<file path="config.mk">
export PLATFORM = sky130hd
export DESIGN_NAME = cpss_ram
export DESIGN_NICKNAME = d
export VERILOG_FILES = /design/src/rtl/cpss_ram.sv
export SDC_FILE = /design/constraint.sdc
export NUM_CORES = 2
export LEC_CHECK = 0
export ABC_AREA = 0
export BUFFER_PORTS_ARGS = -buffer_cell sky130_fd_sc_hd__buf_4
export CELL_PAD_IN_SITES_DETAIL_PLACEMENT = 1
export CELL_PAD_IN_SITES_GLOBAL_PLACEMENT = 2
export CORE_ASPECT_RATIO = 2
export CORE_MARGIN = 5
export CORE_UTILIZATION = 53
export DETAILED_ROUTE_END_ITERATION = 10
export PLACE_DENSITY = 0.88
export SETUP_SLACK_MARGIN = 0.5
export SYNTH_ARGS = -nofsm -noshare
export SYNTH_HDL_FRONTEND = slang
export SYNTH_SLANG_ARGS = --single-unit
</file>
<file path="constraint.sdc">
create_clock -name clk_i -period 5.5 [get_ports clk_i]
set_input_delay 0.55 -clock clk_i [delete_from_list [all_inputs] [get_ports clk_i]]
set_output_delay 0.55 -clock clk_i [all_outputs]
set_load 0.05 [all_outputs]
</file>
<file path="src/rtl/cpss_ram.sv">
module cpss_ram #(
  parameter int WIDTH = 32,
  parameter int DEPTH = 64,
  localparam int AW = (DEPTH > 1) ? $clog2(DEPTH) : 1
) (
  input  logic             clk_i,
  input  logic             we_i,
  input  logic [AW-1:0]    addr_i,
  input  logic [WIDTH-1:0] wdata_i,
  output logic [WIDTH-1:0] rdata_o
);

  logic [WIDTH-1:0] mem_q [DEPTH];
  logic [WIDTH-1:0] rdata_q;

  always_ff @(posedge clk_i) begin
    if (we_i) begin
      mem_q[addr_i] <= wdata_i;
    end
    rdata_q <= mem_q[addr_i];
  end

  assign rdata_o = rdata_q;

endmodule

</file>
# Yosys cells after proc, flatten, opt, wreduce, memory -nomap -nowiden
# Memories as Yosys holds them, arrays and structs flattened. A register that Yosys moved wholly into a read port is not among the register bits.
# Index checks and enable logic that the tools add are counted.
dict set report totals {
  ram_bits 2048
  out_inout_bits 32
  n_memories 1
  regBits 0
  inputBits 40
  wordCells 3
}
dict set report op_classes {
  n_mux 2
}
# name depth word_bits rd rd_clocked_by_memory_dff wr line_no
set mem_list {}
lappend mem_list {mem_q 64 32 1 1 1 13} ;# logic [WIDTH-1:0] mem_q [DEPTH];
# cell count
set ops {}
lappend ops {{$mux 1} 2}

# Depth between registers and ports, before layout
dict set report logic_depth {
  word_depth 2
  depth_mapped 13
  ltp_nobuf 6
}

# Worst setup path after synthesis
# OpenSTA, ideal clock, no wires.
dict set report synth_path {
  kind {input to register}
  startpoint {in addr_i[2]}
  endpoint {mem mem_q[15][0] (enable)}
  required_time_ns 5.079
  path_stages 8
  setup_time_ns 0.421
  t_arrival_ns 3.368
  path_slack_ns 1.711
  n_path_buf 6
  path_cell_list {buf_2 buf_2 buf_2 buf_2 buf_2 buf_2 nand3_1 nor2_1}
}
# item line_no
set synth_lines {}
lappend synth_lines {{start, declared} 8} ;# input logic [AW-1:0] addr_i,
lappend synth_lines {{end, declared} 13}
# No word-level cell before the write port.

==> report_table.html <==
<table>
<tr><th>Metric</th><th>Value</th></tr>
<tr><th colspan="2">Outcome</th></tr>
<tr><td>Outcome</td><td>finished clean</td></tr>
<tr><th colspan="2">Critical path</th></tr>
<tr><td>Crit Path Category</td><td>in -&gt; reg</td></tr>
<tr><td>Slowest stage cell, crit path</td><td>a21oi_1</td></tr>
<tr><td>Cell-by-cell listing of the critical path</td><td>buf_8 &gt; nor2_4 &gt; buf_4 &gt; a222oi_1 &gt; nand2b_1 &gt; a21oi_1 &gt; or4_1</td></tr>
<tr><td>Critical Path Max Stage Delay</td><td>1.14 ns</td></tr>
<tr><td>Worst setup EP type</td><td>flop</td></tr>
<tr><td>Worst path required time</td><td>6.27 ns</td></tr>
<tr><td>Cell type group with the largest total delay on the critical path</td><td>compound AO/OA/AOI/OAI gates</td></tr>
<tr><td>Critical path buffers and inverters</td><td>2</td></tr>
<tr><td>Element type at the critical path start</td><td>input pin</td></tr>
<tr><td>Top fanout value on the critical path</td><td>68</td></tr>
<tr><td>Arr. time, crit path</td><td>4.51 ns</td></tr>
<tr><th colspan="2">Synthesis</th></tr>
<tr><td>Count leader, synth</td><td>edfxtp_1</td></tr>
<tr><td>Syn_nets</td><td>4279</td></tr>
<tr><td>Post-synthesis async set-or-reset flop share</td><td>0</td></tr>
<tr><td>Distinct cell type count after synthesis</td><td>56</td></tr>
<tr><td>Syn. warnings</td><td>0</td></tr>
<tr><td>Most frequent cells after synthesis</td><td>2048 x edfxtp_1, 259 x mux2i_1, 188 x a22oi_1</td></tr>
<tr><td>Synthesized flop and latch total</td><td>2080</td></tr>
<tr><td>Sequential share of the synthesized area</td><td>0.787</td></tr>
<tr><td>Post-synth EDFFs</td><td>2048</td></tr>
<tr><td>Cell type with the highest aggregate area in the netlist</td><td>edfxtp_1</td></tr>
<tr><td>Gate Count Post-Synth</td><td>4239</td></tr>
<tr><td>Post-Syn Area</td><td>78900 sq um</td></tr>
<tr><td>Share of the synthesized area in the top cell type</td><td>0.779</td></tr>
<tr><td>Main area contributors after synthesis</td><td>edfxtp_1 78%, mux2i_1 3.3%, mux4_2 2.7%, mux2_2 2.1%, a221oi_1 1.9%</td></tr>
<tr><td>Main synth FF type</td><td>edfxtp_1</td></tr>
<tr><td>Mean area per synthesized cell</td><td>18.6 sq um</td></tr>
<tr><th colspan="2">Floorplan</th></tr>
<tr><td>Die Span Y</td><td>556 microns</td></tr>
<tr><td>DIE AREA</td><td>157000 sq um</td></tr>
<tr><td>Total core area</td><td>148000 sq um</td></tr>
<tr><td>X dimension of the die</td><td>283 microns</td></tr>
<tr><td>Initial core utilization</td><td>0.532</td></tr>
<tr><td>Row count</td><td>200</td></tr>
<tr><td>Ports placed on the boundary</td><td>72</td></tr>
<tr><th colspan="2">Clock tree</th></tr>
<tr><td>CTS tree</td><td>built</td></tr>
<tr><td>Depth of the CTS H-tree</td><td>4</td></tr>
<tr><td>Clock tree root driver cell</td><td>clkbuf_16</td></tr>
<tr><td>CTS Sinks</td><td>2080</td></tr>
<tr><td>Post CTS Setup Buffer Count</td><td>0</td></tr>
<tr><td>TritonCTS buffer count</td><td>176</td></tr>
<tr><td>CTS Hold Buffers Added</td><td>0</td></tr>
<tr><td>Count of cells resized by post-cts repair</td><td>0</td></tr>
<tr><td>Number of buffers on the longest clock path</td><td>4</td></tr>
<tr><td>Later-pin clock latency in the skew report</td><td>0.83 ns</td></tr>
<tr><td>Clock Pin Slew Worst Setup and Hold Paths</td><td>0.08 ns</td></tr>
<tr><th colspan="2">Power</th></tr>
<tr><td>Leakage power figure</td><td>28.3 nW</td></tr>
<tr><td>Worst ir drop on vdd</td><td>0.000311 V</td></tr>
<tr><td>Cell area power density</td><td>362 nW/um^2</td></tr>
<tr><th colspan="2">GRT</th></tr>
<tr><td>Antenna violations before repair</td><td>28</td></tr>
<tr><td>Tot GR Track Use</td><td>0.322</td></tr>
<tr><td>First-pass GRT wire length</td><td>357000 microns</td></tr>
<tr><td>Maximum number of pins on one net before global-route repair</td><td>84</td></tr>
<tr><td>Gr ovfl total</td><td>0</td></tr>
<tr><td>Vias in the first global route</td><td>46900</td></tr>
<tr><th colspan="2">STA</th></tr>
<tr><td>Setup repair after global routing missed its margin</td><td>no</td></tr>
<tr><td>Final critical delay including setup and external delays</td><td>3.74 ns</td></tr>
<tr><td>Hold slack</td><td>0.308 ns</td></tr>
<tr><td>Final-report setup violation count</td><td>0</td></tr>
<tr><td>Worst max-slew margin expressed relative to the limit</td><td>0.0400</td></tr>
<tr><td>Upper clock frequency limit</td><td>0.267 GHz</td></tr>
<tr><td>Final worst-path cycle share</td><td>0.681</td></tr>
<tr><td>Final Skew</td><td>0.0678 ns</td></tr>
<tr><td>Final count of pins violating max slew</td><td>0</td></tr>
<tr><td>Setup TNS Final</td><td>0 ns</td></tr>
<tr><td>Count of endpoints failing hold in the final timing report</td><td>0</td></tr>
<tr><td>Transition time at the pin with the least slew margin</td><td>1.44 ns</td></tr>
<tr><th colspan="2">Routing</th></tr>
<tr><td>Antenna-violating nets left</td><td>0</td></tr>
<tr><td>Iteration-0 DRC Markers</td><td>6833</td></tr>
<tr><td>Via Count</td><td>46000</td></tr>
<tr><td>Via-per-instance ratio</td><td>7.06</td></tr>
<tr><td>Routed Wire Length</td><td>264000 microns</td></tr>
<tr><td>Number of remaining DRC errors</td><td>0</td></tr>
<tr><td>Pre-antenna DRT Iters</td><td>8</td></tr>
<tr><td>Post-DR wirelength/cell</td><td>40.6 microns</td></tr>
<tr><th colspan="2">Hold path</th></tr>
<tr><td>Path type of the worst min-delay path</td><td>in -&gt; reg</td></tr>
<tr><th colspan="2">Finish</th></tr>
<tr><td>Fill cell total of the finished layout</td><td>12600</td></tr>
<tr><td>Final layout net count</td><td>4427</td></tr>
<tr><td>Share of final-layout standard cells stronger than drive strength 1</td><td>0.185</td></tr>
<tr><td>Signed area change from the synthesized netlist to the final layout</td><td>12.2%</td></tr>
<tr><th colspan="2">Placed design</th></tr>
<tr><td>Final HPWL from detailed placement</td><td>160000 microns</td></tr>
<tr><td>Final RePlAce weighted congestion</td><td>0.988</td></tr>
<tr><td># port buffers</td><td>71</td></tr>
<tr><th colspan="2">Job</th></tr>
<tr><td>Max-cap violations</td><td>0</td></tr>
</table>
[through the flow]
stage               total power [mW]  cell area (sq um)  std cells  worst slack, ns   util
detailed placement              20.0              82900       6127             1.11  0.559
floorplan                       18.9              78900       4239             1.71      -
global route                    32.8              88500       6497             1.80  0.596
global placement                19.9              82900       6125            0.706  0.559
CTS                             31.9              88300       6434             1.97  0.595
finish                          32.0              88500       6515             1.76  0.597
[path summary, 6_finish.rpt]
check	from	to	slack [ns]	depth (start not counted)
max	addr_i[0]	rdata_o[25]	1.76	7
max reg2reg	mem_q[17][23]	rdata_o[23]	2.53	5
min reg2reg	mem_q[28][8]	rdata_o[8]	0.62	4
min	wdata_i[30]	mem_q[46][30]	0.31	1
[logic make-up after synthesis]
family / count (synthesis) / synth area share
simple gates: 424 / 0.0281
buf+inv: 300 / 0.0168
compound gates: 933 / 0.0866
flops: 2080 / 0.787
mux: 502 / 0.0812
[cell type report]
class / instances / area, sq um / area share
antenna: 80 / 200 / 0.00226
clock buffer: 230 / 4780 / 0.0540
clock inverter: 77 / 628 / 0.00709
inverter: 2 / 15.0 / 0.000170
multi-input combinational: 1859 / 16000 / 0.181
sequential: 2080 / 62100 / 0.702
tap: 1919 / 2400 / 0.0271
timing repair buffer: 268 / 2340 / 0.0264
[power by group]
group          internal, mW  switching [mW]
Clock                  6.60            5.73
Combinational         0.546            1.48
Sequential             17.5           0.110
Total                  24.7            7.33
[state kept, by name, indices dropped and copies added (netlist names)]
register  count
mem_q      2048
rdata_o      32
[metal layers]
metal  GRT usage  share of wire
met1       0.357           0.30
met2       0.542           0.50
met3      0.0441          0.081
met4       0.281           0.12
met5           0        0.00020
[cells in the final DEF (no fill, tap or decap), types with 16 or more instances in the layout]
master,n
a221oi_1,175
mux4_2,96
clkbuf_1,42
nor2_1,76
a31oi_1,43
edfxtp_1,2048
o22a_1,70
and3_1,85
mux2i_1,259
diode_2,80
dfxtp_1,32
buf_12,23
a211oi_1,17
a22o_1,66
a22oi_1,188
a21oi_1,121
mux2_2,147
nor2_4,67
nand2_1,27
buf_4,239
o21ai_0,84
a222oi_1,16
clkinv_2,28
nand3_1,53
o22ai_1,93
clkbuf_16,181
nor3_1,19
clkinv_1,29
No activity file was read; power rests on OpenSTA's default activity.
