**config.mk**
```make
export PLATFORM = sky130hd
export DESIGN_NAME = cpss_gap
export DESIGN_NICKNAME = d
export VERILOG_FILES = /design/src/rtl/cpss_pkg.sv /design/src/rtl/cpss_gap.sv
export SDC_FILE = /design/constraint.sdc
export NUM_CORES = 2
export LEC_CHECK = 0
export BUFFER_PORTS_ARGS = -buffer_cell sky130_fd_sc_hd__buf_4
export CAP_MARGIN = 0
export CORE_MARGIN = 5
export CORE_UTILIZATION = 60
export DETAILED_ROUTE_END_ITERATION = 16
export GPL_TIMING_DRIVEN = 0
export PLACE_DENSITY = 0.77
export RECOVER_POWER = 100
export SLEW_MARGIN = 20
export SYNTH_ARGS = -nofsm -noshare
export SYNTH_HDL_FRONTEND = slang
export SYNTH_SLANG_ARGS = --single-unit
```
**constraint.sdc**
```tcl
create_clock -name clk_i -period 11.5 [get_ports clk_i]
set_clock_uncertainty 0.15 [all_clocks]
set_input_delay 0.575 -clock clk_i [delete_from_list [all_inputs] [get_ports clk_i]]
set_output_delay 0.575 -clock clk_i [all_outputs]
set_load 0.02 [all_outputs]
```
**src/rtl/cpss_pkg.sv**
```systemverilog
package cpss_pkg;

  localparam int GROUP_COUNT = 4;
  localparam int GROUP_SIZE  = 16;
  localparam int DELAY_TICKS = 16;
  localparam logic [31:0] TWISTER_SEED = 32'd0;

  localparam int HIST_LEN = DELAY_TICKS * GROUP_COUNT;
  localparam int HIST_AW  = (HIST_LEN > 1) ? $clog2(HIST_LEN) : 1;
  localparam int GRP_W    = (GROUP_COUNT > 1) ? $clog2(GROUP_COUNT) : 1;

  localparam int IDX_W   = 6;
  localparam int OUT_MAX = 64;
  localparam int CNT_W   = 7;

  localparam int MT_N  = 624;
  localparam int MT_M  = 397;
  localparam int MT_AW = 10;
  localparam logic [31:0] MT_MATRIX   = 32'h9908_b0df;
  localparam logic [31:0] MT_INIT_MUL = 32'd1812433253;

  localparam logic [23:0] LN2_Q24    = 24'd11629080;
  localparam logic [23:0] RATE_RESET = 24'd16777;
  localparam logic [23:0] P_MAX      = 24'hFF_FFFF;

  // ln values stay below 2^29, so do gaps
  localparam int E_W   = 29;
  localparam int POS_W = 30;

  typedef enum logic [2:0] {
    CFG_RATE,
    CFG_MIN_RATE,
    CFG_OU_RATE,
    CFG_NOISE_GAIN,
    CFG_LEVEL_RATE,
    CFG_TARGET,
    CFG_GROUP_OFS,
    CFG_STOP
  } cfg_idx_e;

  typedef struct packed {
    logic        done;
    logic [31:0] word;
  } mt_rsp_t;

  typedef struct packed {
    logic           done;
    logic [E_W-1:0] gap;
  } gap_rsp_t;

  typedef enum logic [2:0] {
    MT_INIT0,
    MT_INITM,
    MT_INITW,
    MT_IDLE,
    MT_RD1,
    MT_RD2,
    MT_RD3
  } mt_state_e;

  typedef enum logic [2:0] {
    GP_IDLE,
    GP_NORM,
    GP_SQM,
    GP_SQA,
    GP_LNM,
    GP_LNA,
    GP_DIV
  } gap_state_e;

  typedef enum logic [4:0] {
    ST_IDLE,
    ST_START,
    ST_LVL,
    ST_LVLA,
    ST_OU,
    ST_OUA,
    ST_GAINA,
    ST_DRAW,
    ST_DWAIT,
    ST_NOISE,
    ST_NOISEA,
    ST_RATE,
    ST_RATEA,
    ST_OFS,
    ST_GRD,
    ST_GRW,
    ST_GDRAW,
    ST_GDWAIT,
    ST_GAP,
    ST_PUSH,
    ST_FLUSH
  } src_state_e;

  function automatic logic [31:0] mt_temper(input logic [31:0] x);
    logic [31:0] y;
    y = x;
    y = y ^ (y >> 11);
    y = y ^ ((y << 7) & 32'h9d2c_5680);
    y = y ^ ((y << 15) & 32'hefc6_0000);
    y = y ^ (y >> 18);
    return y;
  endfunction

endpackage

```
**src/rtl/cpss_gap.sv**
```systemverilog
module cpss_gap import cpss_pkg::*; (
  input  logic        clk_i,
  input  logic        rst_ni,
  input  logic        start_i,
  input  logic [31:0] word_i,
  input  logic [23:0] prob_i,
  output gap_rsp_t    rsp_o
);

  gap_state_e     state_q, state_d;
  logic [31:0]    y_q, y_d;
  logic [5:0]     k_q, k_d;
  logic [23:0]    frac_q, frac_d, prob_q, prob_d, rem_q, rem_d;
  logic [4:0]     cnt_q, cnt_d, dcnt_q, dcnt_d;
  logic [63:0]    prod_q;
  logic [E_W-1:0] e_q, e_d, quo_q, quo_d;
  logic           done_q, done_d;

  logic [31:0] mul_a, mul_b;
  logic [32:0] m_val, sq;
  logic [29:0] lval;
  logic [24:0] trial;

  assign m_val = 33'h1_0000_0000 - {1'b0, word_i};
  assign sq    = prod_q[63:31];
  assign lval  = {6'd32, 24'd0} - {k_q, frac_q};
  assign trial = {rem_q, e_q[E_W-1]};

  always_comb begin
    if (state_q == GP_LNM) begin
      mul_a = {2'b0, lval};
      mul_b = {8'b0, LN2_Q24};
    end else begin
      mul_a = y_q;
      mul_b = y_q;
    end
  end

  always_ff @(posedge clk_i or negedge rst_ni) begin
    if (!rst_ni) begin
      state_q <= GP_IDLE;
      cnt_q   <= '0;
      dcnt_q  <= '0;
      done_q  <= 1'b0;
    end else begin
      state_q <= state_d;
      cnt_q   <= cnt_d;
      dcnt_q  <= dcnt_d;
      done_q  <= done_d;
    end
  end

  always_ff @(posedge clk_i) begin
    y_q    <= y_d;
    k_q    <= k_d;
    frac_q <= frac_d;
    prob_q <= prob_d;
    rem_q  <= rem_d;
    e_q    <= e_d;
    quo_q  <= quo_d;
    prod_q <= mul_a * mul_b;
  end

  always_comb begin
    state_d = state_q;
    y_d     = y_q;
    k_d     = k_q;
    frac_d  = frac_q;
    prob_d  = prob_q;
    rem_d   = rem_q;
    e_d     = e_q;
    quo_d   = quo_q;
    cnt_d   = cnt_q;
    dcnt_d  = dcnt_q;
    done_d  = 1'b0;
    case (state_q)
      GP_IDLE: begin
        if (start_i) begin
          prob_d = prob_i;
          frac_d = '0;
          cnt_d  = '0;
          if (m_val[32]) begin
            y_d     = 32'h8000_0000;
            k_d     = 6'd32;
            state_d = GP_SQM;
          end else begin
            y_d     = m_val[31:0];
            k_d     = 6'd31;
            state_d = GP_NORM;
          end
        end
      end
      // Normalize the mantissa to bit 31: a byte at a time, then single bits
      GP_NORM: begin
        if (y_q[31:24] == 8'd0) begin
          y_d = y_q << 8;
          k_d = k_q - 6'd8;
        end else if (!y_q[31]) begin
          y_d = y_q << 1;
          k_d = k_q - 6'd1;
        end else begin
          state_d = GP_SQM;
        end
      end
      GP_SQM: begin
        state_d = GP_SQA;
      end
      // One fraction bit per squaring
      GP_SQA: begin
        frac_d = {frac_q[22:0], sq[32]};
        y_d    = sq[32] ? sq[32:1] : sq[31:0];
        cnt_d  = cnt_q + 1'b1;
        state_d = (cnt_q == 5'd23) ? GP_LNM : GP_SQM;
      end
      GP_LNM: begin
        state_d = GP_LNA;
      end
      GP_LNA: begin
        e_d     = prod_q[24+E_W-1:24];
        rem_d   = '0;
        quo_d   = '0;
        dcnt_d  = '0;
        state_d = GP_DIV;
      end
      // Restoring divide, one quotient bit a cycle
      GP_DIV: begin
        e_d = e_q << 1;
        if (trial >= {1'b0, prob_q}) begin
          rem_d = 24'(trial - {1'b0, prob_q});
          quo_d = {quo_q[E_W-2:0], 1'b1};
        end else begin
          rem_d = trial[23:0];
          quo_d = {quo_q[E_W-2:0], 1'b0};
        end
        dcnt_d = dcnt_q + 1'b1;
        if (dcnt_q == 5'(E_W - 1)) begin
          done_d  = 1'b1;
          state_d = GP_IDLE;
        end
      end
      default: state_d = GP_IDLE;
    endcase
  end

  assign rsp_o.done = done_q;
  assign rsp_o.gap  = quo_q;

endmodule

```
After elaboration in Yosys (flattened, before gate mapping):

Cells that the tools add are included.

* add/subtract/negate cells: 7
* $mul: 1
* magnitude comparators: 1
* equal/unequal tests: 13
* mux-type cells: 32
* reductions and logical operators: 12

Operators by type and width (number)
* 32-bit two-way mux: 7
* 29-bit one-hot mux with 2 select lines: 2
* 24-bit one-hot mux with 2 select lines: 2
* 32-bit one-hot mux with 3 select lines: 1
* 32-bit by 32-bit multiplier with 64-bit output: 1
* 24-bit two-way mux: 2
* 33-bit by 32-bit subtractor with 33-bit output, first input constant: 1
* 30-bit subtractor, first input constant: 1
* 25-bit by 24-bit >= comparator with 1-bit output: 1
* 6-bit two-way mux: 4
* 24-bit subtractor: 1
* 3-bit one-hot mux with 7 select lines: 1
* 5-bit one-hot mux with 2 select lines: 2
* 3-bit two-way mux: 5
* 6-bit one-hot mux with 2 select lines: 1
* 5-bit by 1-bit adder with 5-bit output, second input constant: 2
* 5-bit == test, second input constant: 2
* 3-bit == test, second input constant: 3
* 8-bit zero test: 1
* 2-bit inequality test, second input constant: 4
* 3-bit by 2-bit == test with 1-bit output, second input constant: 2
* 2-bit AND reduction: 3
* 3-bit AND reduction: 2
* 2-bit nonzero test: 3
* 10 further kinds: 12

* flip-flop bits (word level): 246
* input bits: 59
* output and inout bits: 30
* logic and storage cells: 79

Logic depth before layout (Yosys ltp):

* word-level depth: 4
* depth in mapped cells: 36
* mapped depth without buffers: 35

Least setup slack after synthesis:

No wires, ideal clock.

* path kind: reg-to-reg
* start point: reg frac_q[2]
* end point: reg prod_q[58]
* setup time: 0.124 ns
* data arrival time: 8.386 ns
* required time: 11.226 ns
* slack: 2.840 ns
* cell stages (with the launch flop): 32
* path buffers: 1
* period minus slack after synthesis: 8.660 ns
* path through: edfxtp_1 or4_4 nor4_4 nand3b_2 or3_4 nor2_1 xor2_1 nor2_1 a21oi_4 nor2_1 fa_1 fa_1 inv_1 fa_1 fa_1 inv_1 fa_1 fa_1 fa_1 inv_1 fa_1 inv_1 ha_1 clkbuf_1 nand2_1 nor2_1 nand2_1 a2111oi_2 nor2_1 a31oi_1 and4_1 nor3_1

* longest elaborated chain between the ends: 3

Ends and longest elaborated chain
* from (decl): RTL line cpss_gap.sv:13 `logic [23:0] frac_q, frac_d, prob_q, prob_d, rem_q, rem_d;`
* from (signal assigned): RTL line cpss_gap.sv:56 `frac_q <= frac_d;`
* 30-bit subtractor: RTL line cpss_gap.sv:26 `assign lval = {6'd32, 24'd0} - {k_q, frac_q};`
* 32-bit two-way mux: RTL line cpss_gap.sv:30 `if (state_q == GP_LNM) begin`
* 32-bit by 32-bit multiplier with 64-bit output: RTL line cpss_gap.sv:61 `prod_q <= mul_a * mul_b;`
* to (signal assigned): RTL line cpss_gap.sv:61
* to (decl): RTL line cpss_gap.sv:15 `logic [63:0] prod_q;`

No other way between the ends.
A chain may end at the register's enable or synchronous reset.

Final worst setup path:

* start point: reg state_q[1]
* end point: reg prod_q[53]

* longest elaborated chain between the ends: 3
* elaborated cells on any way between the ends: 4
* classes of those cells: 1 x mul; 1 x eq/ne; 2 x mux

Ends and longest elaborated chain
* from (decl): RTL line cpss_gap.sv:10 `gap_state_e state_q, state_d;`
* from (signal assigned): RTL line cpss_gap.sv:46 `state_q <= state_d;`
* 3-bit == test *: RTL line cpss_gap.sv:30
* 32-bit two-way mux: RTL line cpss_gap.sv:30
* 32-bit by 32-bit multiplier with 64-bit output *: RTL line cpss_gap.sv:61

Mark *: on every way between the ends. The rest lies on a longest branch, timed or not.

==> results.sh <==
export IMPL_routedWlPerCell_um=31.3
export IMPL_holdWs_ns=0.104
export IMPL_hpwl_mm=149
export IMPL_gp_congestion=1.11
export IMPL_yosys_warnings=0
export IMPL_die_w_um=282
export IMPL_grt_usage=0.473
export IMPL_fin_ws_ns=-0.0331
export IMPL_path_clk_slew_ns=0.07
export IMPL_tightestPinTransition_ns=2.59
export IMPL_start_util=0.607
export IMPL_critPathSlowestCell="clkbuf_1"
export IMPL_ant_nets=0
export IMPL_critPathMaxFanout=10
export IMPL_powerDensity_nw_per_um2=34.5
export IMPL_layout_drive_gt1_share=0.0455
export IMPL_via_count=38400
export IMPL_maxCapViolations=4
export IMPL_synth_top_area_share=0.404
export IMPL_synthTopCellsByArea="fa_1 (40%), edfxtp_1 (11%), inv_1 (9.2%)"
export IMPL_final_cell_mix="inv_1 (1084), fa_1 (895), nand2_1 (583)"
export IMPL_finalSetupViolCount=1
export IMPL_leakagePower_nw=25.1
export IMPL_fmax_mhz=86.7
export IMPL_synth_edf_count=168
export IMPL_rsz0062_at_grt="false"
export IMPL_final_min_clock_period_ns=11.53
export IMPL_wl_met1_mm=64.4
export IMPL_area_growth_pct=6.30
export IMPL_cp_start_kind="flop"
export IMPL_dr_pass1_iters=8
export IMPL_cts_max_level=1
export IMPL_cp_end_kind="flop"
export IMPL_status="finished with violations"
export IMPL_drv_slew=124
export IMPL_synthArstFlopShare=0.0631
export IMPL_die_h_um=282
export IMPL_std_cell_rows=99
export IMPL_drt_iter0_drc=5031
export IMPL_wl_met3_mm=26.4
export IMPL_grt_max_degree=47
export IMPL_critPathKind="reg2reg"
export IMPL_highest_layer="met5"
export IMPL_crit_family="adder cells"
export IMPL_syn_area_um2=44300
export IMPL_synth_cells=4848
export IMPL_wirelength_mm=187
export IMPL_core_area_um2=73100
export IMPL_cp_arrival_ns=11.78
export IMPL_overflow=0
export IMPL_maxSlewHeadroom=-0.727
export IMPL_hold_viol_final=0
export IMPL_grt_pass1_wl_mm=267
export IMPL_path_common_cell="fa_1"
export IMPL_final_common_cell="inv_1"
export IMPL_cp_num_buf_inv=9
export IMPL_drt_vias_per_instance=6.42
export IMPL_fin_area_um2=47100
export IMPL_post_cts_buffers=0
export IMPL_ios=89
export IMPL_clk_path_buf_depth=3
export IMPL_cts_tree="built"
export IMPL_layout_nets=6216
export IMPL_peakVddDrop_mv=0.124
export IMPL_die_area_um2=79400
export IMPL_grt_pass1_vias=39300
export IMPL_min_period_over_period=1.00
export IMPL_yosysSeqAreaShare=0.140
export IMPL_ys_seq_elements=222
export IMPL_cp_required_ns=11.75
export IMPL_synth_area_per_cell_um2=9.15
export IMPL_cts_sinks=222
export IMPL_wl_met2_mm=77.1
export IMPL_violations="max-capacitance violations, max-slew violations, negative setup slack"
export IMPL_numCtsBuffers=22
export IMPL_drc=0
export IMPL_ctsRootBufferMaster="clkbuf_16"
export IMPL_critPathMaxStageDelay_ns=0.80
export IMPL_ys_flop_type="edfxtp_1"
export IMPL_clock_latency_ns=0.54
export IMPL_port_buffers=88
export IMPL_synthesis_nets=6091
export IMPL_synth_area_leader_cell="fa_1"
export IMPL_placed_area_um2=46500
export IMPL_antenna_found_initial=26
export IMPL_hp_class="in2reg"
export IMPL_yosysUniqueCellTypes=86
[cell usage after synthesis (all sizes together) (4+ instances only)]
| library cell | number |
|---|---|
| buf | 17 |
| nand4 | 21 |
| ha | 289 |
| nand3 | 42 |
| and2 | 35 |
| xnor2 | 58 |
| o21bai | 9 |
| edfxtp | 168 |
| and3 | 311 |
| nand2 | 584 |
| nand3b | 10 |
| o21a | 14 |
| dfxtp | 40 |
| o21ai | 87 |
| nor2b | 34 |
| nor3 | 47 |
| nor3b | 22 |
| and4 | 6 |
| or2 | 38 |
| clkbuf | 234 |
| nand2b | 11 |
| a211oi | 12 |
| a21o | 66 |
| inv | 1086 |
| o31ai | 9 |
| a21boi | 12 |
| or3 | 20 |
| xor2 | 49 |
| nor2 | 280 |
| or4 | 10 |
| a21oi | 161 |
| dfrtp | 14 |
| or3b | 5 |
| a31oi | 15 |
| a22oi | 7 |
| o211ai | 7 |
| fa | 895 |
| o22ai | 4 |
| nor4 | 11 |
| o221ai | 28 |
| mux2i | 37 |
[cell families (layout without fill, tap and decap cells)]
kind of cell    after synthesis  count (layout)  share of synthesized area
simple gates               1496            1496                      0.164
buf+inv                    1338            1479                      0.114
fa+ha+maj                  1184            1184                      0.486
compound gates              464             464                     0.0674
flops                       222             222                      0.140
xor+xnor                    107             107                     0.0211
mux                          37              37                    0.00835
other cells                   0              24                          0
[per-stage QoR]
step	total power, mW	setup WS, ns	std cells	TNS, ns	utilization
4_1_cts	1.62	0.233	5949	0	0.646
6_report	1.62	-0.0331	5972	-0.0331	0.645
5_1_grt	1.66	0.0411	5953	0	0.644
2_1_floorplan	0.884	2.84	4848	0	-
3_5_place_dp	0.908	-0.431	5908	-4.84	0.636
3_3_place_gp	0.907	-1.13	5895	-16.71	0.632
[area by class of cell]
class,instances,area [um2]
plain buffers,250,1000
fillers,6167,25900
diodes,24,60.1
flip-flops and latches,222,6200
multi-input cells,3288,33200
well taps,959,1200
clock buffers,34,688
repair buffers,102,678
clock inverters,6,36.3
inverters,1087,4080
[registers in the layout, summed over array words and instances, names as in the netlist]
| name | cells |
|---|---|
| done_q | 1 |
| e_q | 29 |
| state_q | 3 |
| y_q | 32 |
| quo_q | 29 |
| frac_q | 24 |
| prod_q | 40 |
| k_q | 6 |
| dcnt_q | 5 |
| cnt_q | 5 |
| prob_q | 24 |
| rem_q | 24 |
[routing by layer]
layer  global-route usage  vias up
met1                0.594    18900
li1                     -    15300
met5              0.00656        -
met4                0.338       16
met2                0.676     3105
met3                0.178     1040
[power breakdown]
part	total [mW]	internal (mW)	switching, mW	leakage (nW)
sequential	0.854	0.854	0	2.00
combinational	0.0373	0.0200	0.0173	22.7
clock	0.733	0.414	0.319	0.356
[path summary, 6_finish.rpt]
path | startpoint | to | slack [ns] | depth (start not counted)
setup / recovery | state_q[1]$_DFFE_PN0P_ | prod_q[53]$_DFF_P_ | -0.03 | 29
hold / removal | prob_i[0] | prob_q[0]$_DFFE_PP_ | 0.10 | 1
setup reg to reg | state_q[1]$_DFFE_PN0P_ | prod_q[53]$_DFF_P_ | -0.03 | 29
hold reg to reg | e_q[27]$_DFFE_PP_ | e_q[28]$_DFFE_PP_ | 0.34 | 2
max in group asynchronous | rst_ni | dcnt_q[4]$_DFFE_PN0P_ | 10.09 | 2
min in group asynchronous | rst_ni | cnt_q[3]$_DFFE_PN0P_ | 0.55 | 2
[what timing repair did]
action	4_1_cts	5_1_grt
endpoints found under the hold margin	14	0
hold buffers	1	0
setup endpoints to repair	19	16
gates resized for setup	4	13
Power figures use the tool's default switching activity.
